**src/odkar_pkg.sv**
```systemverilog
// ----------------------------------------------------------------------------
// odkar_pkg: shared types and constants of the open-drain key auto-repeater
// Phase, drive mode, drive request and line status codes, register indexes,
// reset values and the saturating counter helper.
// ----------------------------------------------------------------------------
package odkar_pkg;

	localparam int CNT_W    = 16;
	localparam int PERIOD_W = 14;
	localparam int SETTLE_W = 8;
	localparam int CFG_IDX_W  = 3;
	localparam int CFG_DATA_W = 14;

	// repeater phase
	typedef enum logic [1:0] {
		PH_OFF     = 2'd0,
		PH_ARMED   = 2'd1,
		PH_RUN_REL = 2'd2,
		PH_RUN_LOW = 2'd3
	} phase_t;

	// how the key line is currently driven
	typedef enum logic [2:0] {
		DM_PASSIVE_WAIT  = 3'd0,
		DM_PASSIVE       = 3'd1,
		DM_DRIVEN_LOW    = 3'd2,
		DM_RELEASED_WAIT = 3'd3,
		DM_RELEASED      = 3'd4
	} dmode_t;

	// requested drive
	typedef enum logic [1:0] {
		RQ_LOW     = 2'd0,
		RQ_RELEASE = 2'd1,
		RQ_INPUT   = 2'd2
	} dreq_t;

	// reported line status
	typedef enum logic [2:0] {
		LS_PASSIVE_LOW   = 3'd0,
		LS_PASSIVE_HIGH  = 3'd1,
		LS_DRIVEN_LOW    = 3'd2,
		LS_COLLISION     = 3'd3,
		LS_RELEASED_HIGH = 3'd4
	} lstat_t;

	// configuration register indexes
	localparam logic [CFG_IDX_W-1:0] REG_HIGH_PERIOD = 3'd0;
	localparam logic [CFG_IDX_W-1:0] REG_LOW_PERIOD  = 3'd1;
	localparam logic [CFG_IDX_W-1:0] REG_LONG_PRESS  = 3'd2;
	localparam logic [CFG_IDX_W-1:0] REG_SETTLE      = 3'd3;
	localparam logic [CFG_IDX_W-1:0] REG_STOP_EN     = 3'd4;

	// register reset values
	localparam logic [PERIOD_W-1:0] HIGH_PERIOD_RST = 14'd500;
	localparam logic [PERIOD_W-1:0] LOW_PERIOD_RST  = 14'd100;
	localparam logic [PERIOD_W-1:0] LONG_PRESS_RST  = 14'd1000;
	localparam logic [SETTLE_W-1:0] SETTLE_RST      = 8'd3;

	// elapsed counter increment, sticks at all ones
	function automatic logic [CNT_W-1:0] sat_inc(input logic [CNT_W-1:0] v);
		sat_inc = (&v) ? v : v + {{(CNT_W-1){1'b0}}, 1'b1};
	endfunction

endpackage

```
**src/open_drain_key_auto_repeater_unit.sv**
```systemverilog
// ----------------------------------------------------------------------------
// open_drain_key_auto_repeater_unit: open-drain key auto-repeater
// One input transaction per millisecond tick. Tracks long presses of the key,
// arms and runs the release / drive-low repeat cycle, reports line status.
// ----------------------------------------------------------------------------
//
//  channel | signals                                           | direction
//  --------+---------------------------------------------------+----------
//  in      | in_valid, in_ready, line_level, stop_level        | sink
//  out     | out_valid, out_ready, drive_low, line_status,     | source
//          | long_pressed, repeat_phase                        |
//  cfg     | cfg_wr_en, cfg_index, cfg_data                    | sink
//
//  One tick per clock cycle while the output is not held: the state update is a
//  single pass of logic from the state registers into the result register, so a
//  tick is accepted every cycle unless the output is held, and its result shows in the next cycle.
//  Reset puts the repeater off, the line passive and settled, and the
//  registers at their default values.
//  in_ready drops only while a result is held and out_ready is low.
//
module open_drain_key_auto_repeater_unit
	import odkar_pkg::*;
(
	input  logic                  clk,
	input  logic                  arst_n,
	input  logic                  in_valid,
	output logic                  in_ready,
	input  logic                  line_level,
	input  logic                  stop_level,
	output logic                  out_valid,
	input  logic                  out_ready,
	output logic                  drive_low,
	output logic [2:0]            line_status,
	output logic                  long_pressed,
	output logic [1:0]            repeat_phase,
	input  logic                  cfg_wr_en,
	input  logic [CFG_IDX_W-1:0]  cfg_index,
	input  logic [CFG_DATA_W-1:0] cfg_data
);

	// configuration registers
	logic [PERIOD_W-1:0] high_period_q, low_period_q, long_press_q;
	logic [SETTLE_W-1:0] settle_q;
	logic                stop_en_q;

	// repeater state
	phase_t          phase_q, phase_n;
	dmode_t          dmode_q, dmode_n;
	dreq_t           dreq_q, dreq_n;
	lstat_t          last_ls_q, last_ls_n;
	logic [CNT_W-1:0] phase_el_q, phase_el_n;
	logic [CNT_W-1:0] settle_el_q, settle_el_n;
	logic [CNT_W-1:0] press_el_q, press_el_n;

	// result register
	logic   out_valid_q;
	logic   drive_low_q;
	lstat_t line_status_q;
	logic   long_q;
	phase_t phase_out_q;

	// next-state working values
	logic   settled;
	lstat_t ls_now;
	logic   is_long;
	logic   stop_req;
	logic   enter;
	phase_t enter_phase;
	dreq_t  want_req;
	dmode_t want_mode;
	lstat_t want_ls;
	logic   req_change;
	lstat_t ls_out;
	logic   accept;

	assign in_ready = ~out_valid_q | out_ready;
	assign accept   = in_valid & in_ready;

	// configuration writes
	always_ff @(posedge clk or negedge arst_n) begin
		if (!arst_n) begin
			high_period_q <= HIGH_PERIOD_RST;
			low_period_q  <= LOW_PERIOD_RST;
			long_press_q  <= LONG_PRESS_RST;
			settle_q      <= SETTLE_RST;
			stop_en_q     <= 1'b1;
		end else if (cfg_wr_en) begin
			unique case (cfg_index)
				REG_HIGH_PERIOD: high_period_q <= cfg_data;
				REG_LOW_PERIOD:  low_period_q  <= cfg_data;
				REG_LONG_PRESS:  long_press_q  <= cfg_data;
				REG_SETTLE:      settle_q      <= cfg_data[SETTLE_W-1:0];
				REG_STOP_EN:     stop_en_q     <= cfg_data[0];
				default: ;
			endcase
		end
	end

	// one tick of the repeater
	always_comb begin
		phase_el_n  = sat_inc(phase_el_q);
		settle_el_n = sat_inc(settle_el_q);
		press_el_n  = sat_inc(press_el_q);
		dmode_n     = dmode_q;
		dreq_n      = dreq_q;
		phase_n     = phase_q;
		settled     = settle_el_n > {{(CNT_W-SETTLE_W){1'b0}}, settle_q};

		// line status, settle wait resolves here
		case (dmode_q)
			DM_PASSIVE_WAIT: begin
				if (settled) begin
					dmode_n = DM_PASSIVE;
					ls_now  = line_level ? LS_PASSIVE_HIGH : LS_PASSIVE_LOW;
				end else begin
					ls_now = LS_PASSIVE_HIGH;
				end
			end
			DM_PASSIVE:    ls_now = line_level ? LS_PASSIVE_HIGH : LS_PASSIVE_LOW;
			DM_DRIVEN_LOW: ls_now = LS_DRIVEN_LOW;
			DM_RELEASED_WAIT: begin
				if (settled) begin
					dmode_n = DM_RELEASED;
					ls_now  = line_level ? LS_RELEASED_HIGH : LS_COLLISION;
				end else begin
					ls_now = LS_RELEASED_HIGH;
				end
			end
			default: ls_now = line_level ? LS_RELEASED_HIGH : LS_COLLISION;
		endcase

		// press timer restarts on any status change
		last_ls_n = last_ls_q;
		if (ls_now != last_ls_q) begin
			last_ls_n  = ls_now;
			press_el_n = '0;
		end
		is_long = (last_ls_n == LS_PASSIVE_LOW) &&
			(press_el_n > {{(CNT_W-PERIOD_W){1'b0}}, long_press_q});

		// phase transitions
		stop_req    = stop_en_q & ~stop_level;
		enter       = 1'b0;
		enter_phase = phase_q;
		unique case (phase_q)
			PH_OFF: begin
				if (is_long) begin
					enter       = 1'b1;
					enter_phase = PH_ARMED;
				end
			end
			PH_ARMED: begin
				if (!is_long) begin
					enter       = 1'b1;
					enter_phase = PH_RUN_REL;
				end
			end
			PH_RUN_REL: begin
				if (stop_req || ls_now == LS_COLLISION) begin
					enter       = 1'b1;
					enter_phase = PH_OFF;
				end else if (phase_el_n > {{(CNT_W-PERIOD_W){1'b0}}, high_period_q}) begin
					enter       = 1'b1;
					enter_phase = PH_RUN_LOW;
				end
			end
			default: begin
				if (stop_req) begin
					enter       = 1'b1;
					enter_phase = PH_OFF;
				end else if (phase_el_n > {{(CNT_W-PERIOD_W){1'b0}}, low_period_q}) begin
					enter       = 1'b1;
					enter_phase = PH_RUN_REL;
				end
			end
		endcase

		// drive request that goes with the new phase
		case (enter_phase)
			PH_RUN_REL: begin
				want_req  = RQ_RELEASE;
				want_mode = DM_RELEASED_WAIT;
				want_ls   = LS_RELEASED_HIGH;
			end
			PH_RUN_LOW: begin
				want_req  = RQ_LOW;
				want_mode = DM_DRIVEN_LOW;
				want_ls   = LS_DRIVEN_LOW;
			end
			default: begin
				want_req  = RQ_INPUT;
				want_mode = DM_PASSIVE_WAIT;
				want_ls   = LS_PASSIVE_HIGH;
			end
		endcase

		req_change = enter && (want_req != dreq_q);
		if (enter) begin
			phase_n    = enter_phase;
			phase_el_n = '0;
		end
		if (req_change) begin
			dreq_n      = want_req;
			dmode_n     = want_mode;
			settle_el_n = '0;
		end

		// a fresh drive change is never settled yet
		ls_out = req_change ? want_ls : ls_now;
	end

	// state and result registers
	always_ff @(posedge clk or negedge arst_n) begin
		if (!arst_n) begin
			phase_q     <= PH_OFF;
			dmode_q     <= DM_PASSIVE;
			dreq_q      <= RQ_INPUT;
			last_ls_q   <= LS_PASSIVE_HIGH;
			phase_el_q  <= '0;
			settle_el_q <= '0;
			press_el_q  <= '0;
			out_valid_q <= 1'b0;
		end else begin
			if (accept) begin
				phase_q     <= phase_n;
				dmode_q     <= dmode_n;
				dreq_q      <= dreq_n;
				last_ls_q   <= last_ls_n;
				phase_el_q  <= phase_el_n;
				settle_el_q <= settle_el_n;
				press_el_q  <= press_el_n;
				out_valid_q <= 1'b1;
			end else if (out_ready) begin
				out_valid_q <= 1'b0;
			end
		end
	end

	// result payload
	always_ff @(posedge clk) begin
		if (accept) begin
			drive_low_q   <= (dreq_n == RQ_LOW);
			line_status_q <= ls_out;
			long_q        <= is_long;
			phase_out_q   <= phase_n;
		end
	end

	assign out_valid    = out_valid_q;
	assign drive_low    = drive_low_q;
	assign line_status  = line_status_q;
	assign long_pressed = long_q;
	assign repeat_phase = phase_out_q;

endmodule

```
**config.mk**
```make
export PLATFORM = sky130hd
export DESIGN_NAME = open_drain_key_auto_repeater_unit
export DESIGN_NICKNAME = d
export VERILOG_FILES = /design/src/odkar_pkg.sv /design/src/open_drain_key_auto_repeater_unit.sv
export SDC_FILE = /design/constraint.sdc
export NUM_CORES = 1
export LEC_CHECK = 0
export BUFFER_PORTS_ARGS = -buffer_cell sky130_fd_sc_hd__buf_2
export CORE_MARGIN = 4
export CORE_UTILIZATION = 48
export DETAILED_ROUTE_END_ITERATION = 8
export MAX_ROUTING_LAYER = met4
export PLACE_DENSITY = 0.73
export SYNTH_ARGS = -nofsm -noshare
export SYNTH_HDL_FRONTEND = slang
export SYNTH_SLANG_ARGS = --single-unit
```
**constraint.sdc**
```tcl
create_clock -name clk -period 10.8 [get_ports clk]
set_input_delay 0.54 -clock clk [delete_from_list [all_inputs] [get_ports clk]]
set_output_delay 0.54 -clock clk [all_outputs]
set_load 0.02 [all_outputs]
```
# Word-level counts from Yosys, hierarchy flattened

Index checks and enable logic that the tools add are counted.
W data, S select, Z words.

Add/subtract/negate cells: 3
Magnitude comparators: 4
Eq/ne operators: 16
Multiplexer cells: 38
Bitwise logic cells: 5
Reductions and logical operators: 19

Operator list:

| operator                | count |
|---|---|
| $mux W16                | 6 |
| $add A16 B1 Y16 const B | 3 |
| $gt A16 B14 Y1          | 3 |
| $reduce_and A16 Y1      | 3 |
| $mux W3                 | 7 |
| $gt A16 B8 Y1           | 1 |
| $mux W2                 | 8 |
| $eq A3 B2 Y1 const B    | 5 |
| $pmux W3 S2             | 2 |
| $pmux W3 S4             | 1 |
| $mux W1                 | 10 |
| $reduce_and A2 Y1       | 5 |
| $logic_not A3 Y1        | 3 |
| $pmux W2 S2             | 2 |
| $eq A2 B2 Y1 const B    | 3 |
| $eq A3 B1 Y1 const B    | 2 |
| $ne A3 B3 Y1 const B    | 2 |
| $pmux W2 S3             | 1 |
| $logic_not A2 Y1        | 2 |
| $reduce_and A4 Y1       | 1 |
| $eq A3 B3 Y1 const B    | 1 |
| $ne A3 B3 Y1            | 1 |
| $pmux W1 S3             | 1 |
| $reduce_bool A3 Y1      | 1 |
| other kinds (8)         | 11 |

Register bits: 117
Input port bits: 24
Logic and storage cells: 102

# Longest topological paths before layout

Gate-level depths: netlist of the first run.

Word-level depth: 17
Gate-level depth with buffers: 32
Mapped depth without buffers: 30

# Worst setup path before layout of the first run

OpenSTA, ideal clock, no wires.

Path kind: flip-flop to flip-flop
Start: reg settle_el_q[0]
End: reg settle_el_q[14]
Library setup time: 0.094 ns
Data arrival time: 6.458 ns
Setup slack: 4.248 ns
Stages on the path, launching flop included: 32
Clock period less this slack: 6.552 ns
Cells stage by stage: dfrtp_1 > ha_1 > nand4_1 > or2_1 > nor2_1 > nor2_1 > nand3_1 > nor2_1 > xor2_1 > ha_1 > nand4_1 > nor2_1 > a211o_1 > nand4_1 > nor3_4 > a211oi_1 > nor2_1 > clkbuf_1 > nor2_1 > ha_1 > a21o_1 > a2111oi_0 > o211ai_1 > o211ai_1 > a21o_1 > nand2_1 > o22a_1 > a41oi_2 > clkinv_1 > o311a_2 > buf_6 > a221oi_2

Longest elaborated chain between the ends: 16

RTL lines:

| element                                                      | line                                                                               | source |
|---|---|---|
| start, declared                                              | open_drain_key_auto_repeater_unit.sv:52                                            | `logic [CNT_W-1:0] settle_el_q, settle_el_n;` |
| start signal, assigned                                       | open_drain_key_auto_repeater_unit.sv:230                                           | `settle_el_q <= settle_el_n;` |
| $add A16 B1 Y16 / $reduce_and A16 Y1 (equally long branches) | odkar_pkg.sv:62                                                                    | `sat_inc = (&v) ? v : v + {{(CNT_W-1){1'b0}}, 1'b1};` |
| $mux W16 *                                                   | odkar_pkg.sv:62                                                                    |  |
| $gt A16 B8 Y1 *                                              | open_drain_key_auto_repeater_unit.sv:107                                           | `settled = settle_el_n > {{(CNT_W-SETTLE_W){1'b0}}, settle_q};` |
| $mux W3 / $mux W1 (equally long branches)                    | open_drain_key_auto_repeater_unit.sv:122, open_drain_key_auto_repeater_unit.sv:112 |  |
| $pmux W3 S4 *                                                | open_drain_key_auto_repeater_unit.sv:110                                           | `case (dmode_q)` |
| $ne A3 B3 Y1 *                                               | open_drain_key_auto_repeater_unit.sv:134                                           | `if (ls_now != last_ls_q) begin` |
| $mux W16 *                                                   | open_drain_key_auto_repeater_unit.sv:134                                           |  |
| named net press_el_n[5]                                      | open_drain_key_auto_repeater_unit.sv:53                                            | `logic [CNT_W-1:0] press_el_q, press_el_n;` |
| $gt A16 B14 Y1 *                                             | open_drain_key_auto_repeater_unit.sv:139                                           | `(press_el_n > {{(CNT_W-PERIOD_W){1'b0}}, long_press_q});` |
| $logic_and A1 B1 Y1 *                                        | open_drain_key_auto_repeater_unit.sv:138                                           | `is_long = (last_ls_n == LS_PASSIVE_LOW) &&` |
| $mux W2, on equally long branches                            | open_drain_key_auto_repeater_unit.sv:153, open_drain_key_auto_repeater_unit.sv:147 |  |
| $pmux W2 S3                                                  | open_drain_key_auto_repeater_unit.sv:145                                           | `unique case (phase_q)` |
| $eq A2 B2 Y1                                                 | open_drain_key_auto_repeater_unit.sv:179                                           | `case (enter_phase)` |
| $pmux W2 S2                                                  | open_drain_key_auto_repeater_unit.sv:179                                           |  |
| $ne A2 B2 Y1                                                 | open_drain_key_auto_repeater_unit.sv:197                                           | `req_change = enter && (want_req != dreq_q);` |
| $logic_and A1 B1 Y1 *                                        | open_drain_key_auto_repeater_unit.sv:197                                           |  |
| $mux W16 *                                                   | open_drain_key_auto_repeater_unit.sv:202                                           | `if (req_change) begin` |

The timed path passes the listed nets; every way through them passes the cells marked *.
A chain may end at the register's enable or synchronous reset.

# Worst setup path in the final report of the first run

Start: reg settle_el_q[0]
End: reg line_status_q[0] (netlist: line_status[0]) (data pin)

Longest elaborated chain between the ends: 16

RTL lines:

| element                                                      | line                                                                               | source |
|---|---|---|
| $add A16 B1 Y16 / $reduce_and A16 Y1 (equally long branches) | odkar_pkg.sv:62                                                                    |  |
| $mux W16 *                                                   | odkar_pkg.sv:62                                                                    |  |
| $gt A16 B8 Y1 *                                              | open_drain_key_auto_repeater_unit.sv:107                                           |  |
| $mux W3 / $mux W1 (equally long branches)                    | open_drain_key_auto_repeater_unit.sv:122, open_drain_key_auto_repeater_unit.sv:112 |  |
| $pmux W3 S4 *                                                | open_drain_key_auto_repeater_unit.sv:110                                           |  |
| $ne A3 B3 Y1 *                                               | open_drain_key_auto_repeater_unit.sv:134                                           |  |
| $mux W16 *                                                   | open_drain_key_auto_repeater_unit.sv:134                                           |  |
| named net press_el_n[5]                                      | open_drain_key_auto_repeater_unit.sv:53                                            |  |
| [2 not listed]                                               | n/a                                                                                |  |
| $mux W2, on equally long branches                            | open_drain_key_auto_repeater_unit.sv:153, open_drain_key_auto_repeater_unit.sv:147 |  |
| $pmux W2 S3                                                  | open_drain_key_auto_repeater_unit.sv:145                                           |  |
| $eq A2 B2 Y1                                                 | open_drain_key_auto_repeater_unit.sv:179                                           |  |
| $pmux W2 S2                                                  | open_drain_key_auto_repeater_unit.sv:179                                           |  |
| $ne A2 B2 Y1                                                 | open_drain_key_auto_repeater_unit.sv:197                                           |  |
| $logic_and A1 B1 Y1                                          | open_drain_key_auto_repeater_unit.sv:197                                           |  |
| $mux W3 *                                                    | open_drain_key_auto_repeater_unit.sv:209                                           | `ls_out = req_change ? want_ls : ls_now;` |
| named net ls_out[0]                                          | open_drain_key_auto_repeater_unit.sv:73                                            | `lstat_t ls_out;` |
| end signal, assigned                                         | open_drain_key_auto_repeater_unit.sv:243                                           | `line_status_q <= ls_out;` |
| end, declared                                                | open_drain_key_auto_repeater_unit.sv:58                                            | `lstat_t line_status_q;` |

Marks and branches as above.

==> flow_summary.yaml, run 1 <==
run_status:
  outcome: "complete, no violations"
die:
  ios: 33
  dieArea_um2: 17520
  core-area_um2: 15200
  row_count: 45
  die_h_um: 132.4
  die_width_um: 132.4
  initial_core_util: 0.4885
drt:
  ant_nets: 0
  vias: 6222
  wl_um: 17630
  drtPass1Iterations: 5
  dr.first_iter.drc_count: 477
  via_per_inst: 5.766
  drc: 0
  avgRoutedWirePerCell_um: 16.34
power_and_ir_drop:
  switching_share: 0.3339
  power_density_nw_per_um2: 185.3
  p_leak_nw: 3.702
  max-vdd-ir-drop_v: 0.0001221
  p_sw_w: 0.0005151
  intPower_w: 0.001027
  clkPwrFrac: 0.353
  p_comb_frac: 0.270
  p_seq_frac: 0.377
final_layout:
  fillers: 1409
  drive_above_1_share: 0.1392
  nets: 955
  antennaDiodeCount: 0
  finalInstanceArea_um2: 8324
  multi_input_area_um2: 4081
  seqCellArea_um2: 2989
  final_cell_mix: "144 x nand2_1, 89 x dfrtp_1, 86 x o21ai_0"
  area_delta_synth_final_pct: 12.10
  final_common_cell: "nand2_1"
cts:
  hold_buffers: 0
  htreeDepth: 4
  cts_root_buf: "clkbuf_16"
  cts_buffer_depth: 2
  cts_tree: "built"
  cts_resized: 0
  post_cts_buffers: 0
  clock_latency_ns: 0.42
  cts.sinks: 117
  numCtsBuffers: 17
  clk_pin_slew_ns: 0.06
synthesis:
  ys_seq_area_frac: 0.4025
  synth_edf_count: 7
  synth_area_leaders: "dfrtp_1 30%, ha_1 8.9%, dfstp_2 7.4%"
  netlist_area_um2: 7426
  ys_types: 75
  yosysTopAreaCell: "dfrtp_1"
  synth-async-reset-ratio: 0.9402
  syn_inst: 857
  ys_ff_latch: 117
  ys.flop_type: "dfrtp_1"
  synth_fp_nets: 934
  syn_avg_cell_area_um2: 8.665
  synth.top_cell.area_share: 0.2999
  ys_warn_count: 0
sta:
  period_needed_ns: 7.525
  hold_violations: 0
  fmax_mhz: 132.9
  slew_headroom: 0.2316
  whs_ns: 0.09014
  layout_setup_ws_ns: 3.275
  rsz0062_at_grt: "no"
  post-route-period-util: 0.6968
  setup_tns_ns: 0
  slew_viol_final: 0
  finClkSkew_ns: 0.006786
  finalSetupViolations: 0
  tightest_slew_ns: 1.151
global_route:
  grt.busiest_layer: "met2"
  grt_pass1_wl_um: 29110
  grtUsageMet2: 0.3321
  gr-usage-all-layers: 0.2122
  met3_usage: 0.04771
  use_met1: 0.2713
  grt_pass1_vias: 5861
  grt_max_degree: 75
  grt-ovfl-total: 0
  grt_antenna_before_repair: 0
critical_path:
  crit_top_cell: "nor2_1"
  arrival_ns: 7.65
  end_kind: "flip-flop"
  critical_path_class: "reg2reg"
  worstSetupStartpointType: "flip-flop"
  cp_data_required_time_ns: 10.93
  critPathMaxStageDelay_ns: 0.69
  crit_fanout: 28
  cp_slowest_cell: "o311ai_2"
placement:
  gp_congestion: 0.8879
  pre_cts_slack_ns: 3.535
  hpwl_um: 12430
  port_buffers: 32
  place_area_um2: 7757
run:
  drv_cap: 0
worst_hold_path:
  hp-class: "in2async"
==> cell families (layout without fill, tap and decap cells) <==
logic type / after synthesis / count (layout) / share of synthesized area
xor+xnor: 33 / 33 / 0.03993
fa+ha+maj: 53 / 53 / 0.08930
simple gates: 311 / 311 / 0.1951
mux: 20 / 20 / 0.02965
flops: 117 / 117 / 0.4025
compound gates: 222 / 222 / 0.1904
buf+inv: 101 / 135 / 0.05307
==> stage by stage <==
step	util	total power, W	instances
floorplan	-	0.0008822	857
global placement	0.5103	0.0009886	1047
detailed placement	0.5103	0.0009997	1047
CTS	0.5476	0.001552	1079
global route	0.5476	0.001639	1079
finish	0.5476	0.001543	1079
==> sequential cells by signal, summed over array words and instances, names as in the netlist <==
register and count:
repeat_phase 2, low_period_q 14, dreq_q 2, settle_el_q 16, long_pressed 1, phase_el_q 16, press_el_q 16, out_valid 1
dmode_q 3, long_press_q 14, last_ls_q 3, stop_en_q 1, high_period_q 14, line_status 3, settle_q 8, drive_low 1
phase_q 2
==> cell usage after synthesis (all sizes together) (10+ instances only) <==
library cell and n:
o21ai 92, nand3 21, mux2 16, o31ai 15, xnor2 13, inv 64, nand2 145, xor2 20
nor2b 10, nand4 26, dfstp 21, clkbuf 29, dfrtp 89, nor2 56, a21oi 42, nor3 16
ha 53, a21o 14
==> layout make-up <==
cell class,instances,share of cell area
multi-input combinational,639,0.4903
sequential,117,0.3591
clock buffer,18,0.05156
inverter,65,0.02931
tap,188,0.02826
timing repair buffer,38,0.02495
clock inverter,14,0.01653
==> path summary, 6_finish.rpt <==
check                      slack [ns]  depth (start not counted)                             to                          from
setup / recovery                 3.28                         29       line_status[0]$_DFFE_PP_    settle_el_q[0]$_DFFE_PN0P_
hold / removal                   0.09                          1  high_period_q[12]$_DFFE_PN0P_                        arst_n
setup reg to reg                 3.28                         29       line_status[0]$_DFFE_PP_    settle_el_q[0]$_DFFE_PN0P_
hold reg to reg                  0.50                          2   high_period_q[4]$_DFFE_PN1P_  high_period_q[4]$_DFFE_PN1P_
max in group asynchronous        9.38                          2    settle_el_q[13]$_DFFE_PN0P_                        arst_n
min in group clk                 0.34                          2          out_valid$_DFFE_PN0P_                      in_valid
==> layer usage <==
layer,vias to the layer above,wire (um)
met5,-,0
met4,0,470
met3,38,582
met2,136,8361
met1,2975,8212
li1,3073,-
==> power by group through the flow <==
stage,sequential [W],combinational [W],clock (W)
floorplan,0.000565,0.000317,0
global placement,0.000584,0.000404,0
detailed placement,0.000586,0.000413,0
CTS,0.000580,0.000419,0.000552
global route,0.000590,0.000474,0.000575
finish,0.000581,0.000416,0.000545
==> critical path: cells and delay by family (launching register included) <==
family                     cells  cell delay [ns]
AOI/OAI and AO/OA             11             2.93
and+or+nand+nor               12             2.29
adders and majority gates      3             0.87
buffers and inverters          2             0.49
DFF                            1             0.45
xor gates and xnor gates       1             0.16
Power figures use the tool's default switching activity.
==> run 2, diff against run 1 <==
==> constraint.sdc (replaced) <==
create_clock -name clk -period 7.5 [get_ports clk]
set_input_delay 0.375 -clock clk [delete_from_list [all_inputs] [get_ports clk]]
set_output_delay 0.375 -clock clk [all_outputs]
set_load 0.02 [all_outputs]
==> flow_summary.yaml, run 2 (synthesized netlist as in run 1, its figures left out) <==
final_layout:
  antennaDiodeCount: 0
  final_common_cell: "nand2_1"
  final_cell_mix: "144 x nand2_1, 89 x dfrtp_1, 86 x o21ai_0"
  area_delta_synth_final_pct: 14.22
  top_regs: "phase_el_q x16, press_el_q x16, settle_el_q x16"
  drive_above_1_share: 0.1479
  fillers: 1361
  nets: 963
sta:
  slew_headroom: 0.5028
  post-route-period-util: 0.9171
  tightest_slew_ns: 0.7458
  finClkSkew_ns: 0.006699
  layout_setup_ws_ns: 0.6215
  period_needed_ns: 6.878
  finalSetupViolations: 0
  slew_viol_final: 0
  fmax_mhz: 145.4
  whs_ns: 0.003412
  hold_violations: 0
run:
  drv_cap: 0
run_status:
  outcome: "complete, no violations"
cts:
  clock_latency_ns: 0.42
  cts.sinks: 117
  cts_root_buf: "clkbuf_16"
  cts_tree: "built"
  cts_buffer_depth: 2
  clk_pin_slew_ns: 0.06
  htreeDepth: 4
  numCtsBuffers: 17
global_route:
  grt_pass1_vias: 6070
  grt_max_degree: 63
  grt_pass1_wl_um: 30460
  grt_antenna_before_repair: 0
  gr-usage-all-layers: 0.2206
  grt-ovfl-total: 0
critical_path:
  critPathMaxStageDelay_ns: 0.57
  crit_top_cell: "nor2_1"
  end_kind: "flip-flop"
  crit_fanout: 13
  arrival_ns: 7.24
  critical_path_class: "reg2reg"
  cp_slowest_cell: "o311a_2"
  worstSetupStartpointType: "flip-flop"
  cp_data_required_time_ns: 7.86
placement:
  gp_congestion: 0.9020
  port_buffers: 32
  hpwl_um: 12880
  pre_cts_slack_ns: 0.5012
drt:
  drtPass1Iterations: 5
  via_per_inst: 5.869
  dr.first_iter.drc_count: 440
  drc: 0
  vias: 6380
  ant_nets: 0
  wl_um: 18180
  avgRoutedWirePerCell_um: 16.73
worst_hold_path:
  hp-class: "in2async"
die:
  die_h_um: 132.4
  dieArea_um2: 17520
  row_count: 45
  die_width_um: 132.4
  initial_core_util: 0.4885
  ios: 33
  core-area_um2: 15200
power_and_ir_drop:
  power_density_nw_per_um2: 280.3
  p_leak_nw: 3.785
  max-vdd-ir-drop_v: 0.0001774
-- run 2: cell count changes in the layout (fill, tap and decap cells not counted), sizes merged --
| cell | previous run | this run |
|---|---|---|
| buf | 38 | 46 |
| bufinv | 2 | 6 |
| clkbuf | 18 | 17 |
| clkinv | 8 | 6 |
| clkinvlp | 6 | 5 |
-- run 2: worst max-delay path, delay by kind of cell, from the launching register on --
family,cells,cell delay (ns)
AOI/OAI and AO/OA,11,2.57
and+or+nand+nor,14,2.57
buffers and inverters,1,0.21
xor gates and xnor gates,1,0.16
adders and majority gates,3,0.86
DFF,1,0.44
-- run 2: timing repair --
action                                 in CTS  in global routing
hold buffers                                0                  0
resized for setup                           0                  2
setup endpoints to repair                   0                 21
buffers inserted                            0                  3
endpoints found under the hold margin       0                  0
-- run 2: final timing paths --
| path | cells past startpoint | to | startpoint | slack (ns) |
|---|---|---|---|---|
| worst max-delay path | 30 | settle_el_q[5]$_DFFE_PN0P_ | settle_el_q[0]$_DFFE_PN0P_ | 0.62 |
| worst min-delay path | 1 | low_period_q[8]$_DFFE_PN0P_ | arst_n | 0.003 |
| worst max register to register | 30 | settle_el_q[5]$_DFFE_PN0P_ | settle_el_q[0]$_DFFE_PN0P_ | 0.62 |
| worst min register to register | 2 | high_period_q[6]$_DFFE_PN1P_ | high_period_q[6]$_DFFE_PN1P_ | 0.50 |
| max in group asynchronous | 2 | settle_el_q[1]$_DFFE_PN0P_ | arst_n | 6.29 |
| min in group clk | 2 | out_valid$_DFFE_PN0P_ | in_valid | 0.18 |
-- run 2: cell type report --
| class | count | area (um2) | area share |
|---|---|---|---|
| clock buffers | 17 | 425.4 | 0.05015 |
| clock inverters | 15 | 235.2 | 0.02773 |
| inverters | 65 | 244.0 | 0.02877 |
| multi-input cells | 639 | 4085 | 0.4816 |
| flip-flops and latches | 117 | 2989 | 0.3524 |
| well taps | 188 | 235.2 | 0.02773 |
| repair buffers | 46 | 267.8 | 0.03157 |
-- run 2: stage by stage --
stage	instances	power (W)	utilization	setup TNS [ns]	area [um2]
after floorplan	857	0.001270	-	0	7426
after global placement	1052	0.001430	0.5128	0	7795
after detailed placement	1052	0.001448	0.5128	0	7795
after CTS	1084	0.002379	0.5562	0	8456
after global routing	1087	0.002523	0.5579	-0.0002949	8482
final	1087	0.002377	0.5579	0	8482
-- run 2: power breakdown --
group | total (W) | internal (W) | leakage [nW] | switching (W)
clock | 0.000919 | 0.000618 | 0.306 | 0.000301
sequential | 0.000839 | 0.000755 | 1.44 | 0.0000843
combinational | 0.000619 | 0.000255 | 2.04 | 0.000365
total | 0.00238 | 0.00163 | 3.79 | 0.000749
-- run 2: per-layer routing --
layer	track usage	up-vias	wire length [um]
li1	-	3082	-
met1	0.2842	3058	8267
met2	0.3420	196	8559
met3	0.03969	44	803
met4	0.09700	0	553
met5	-	-	0
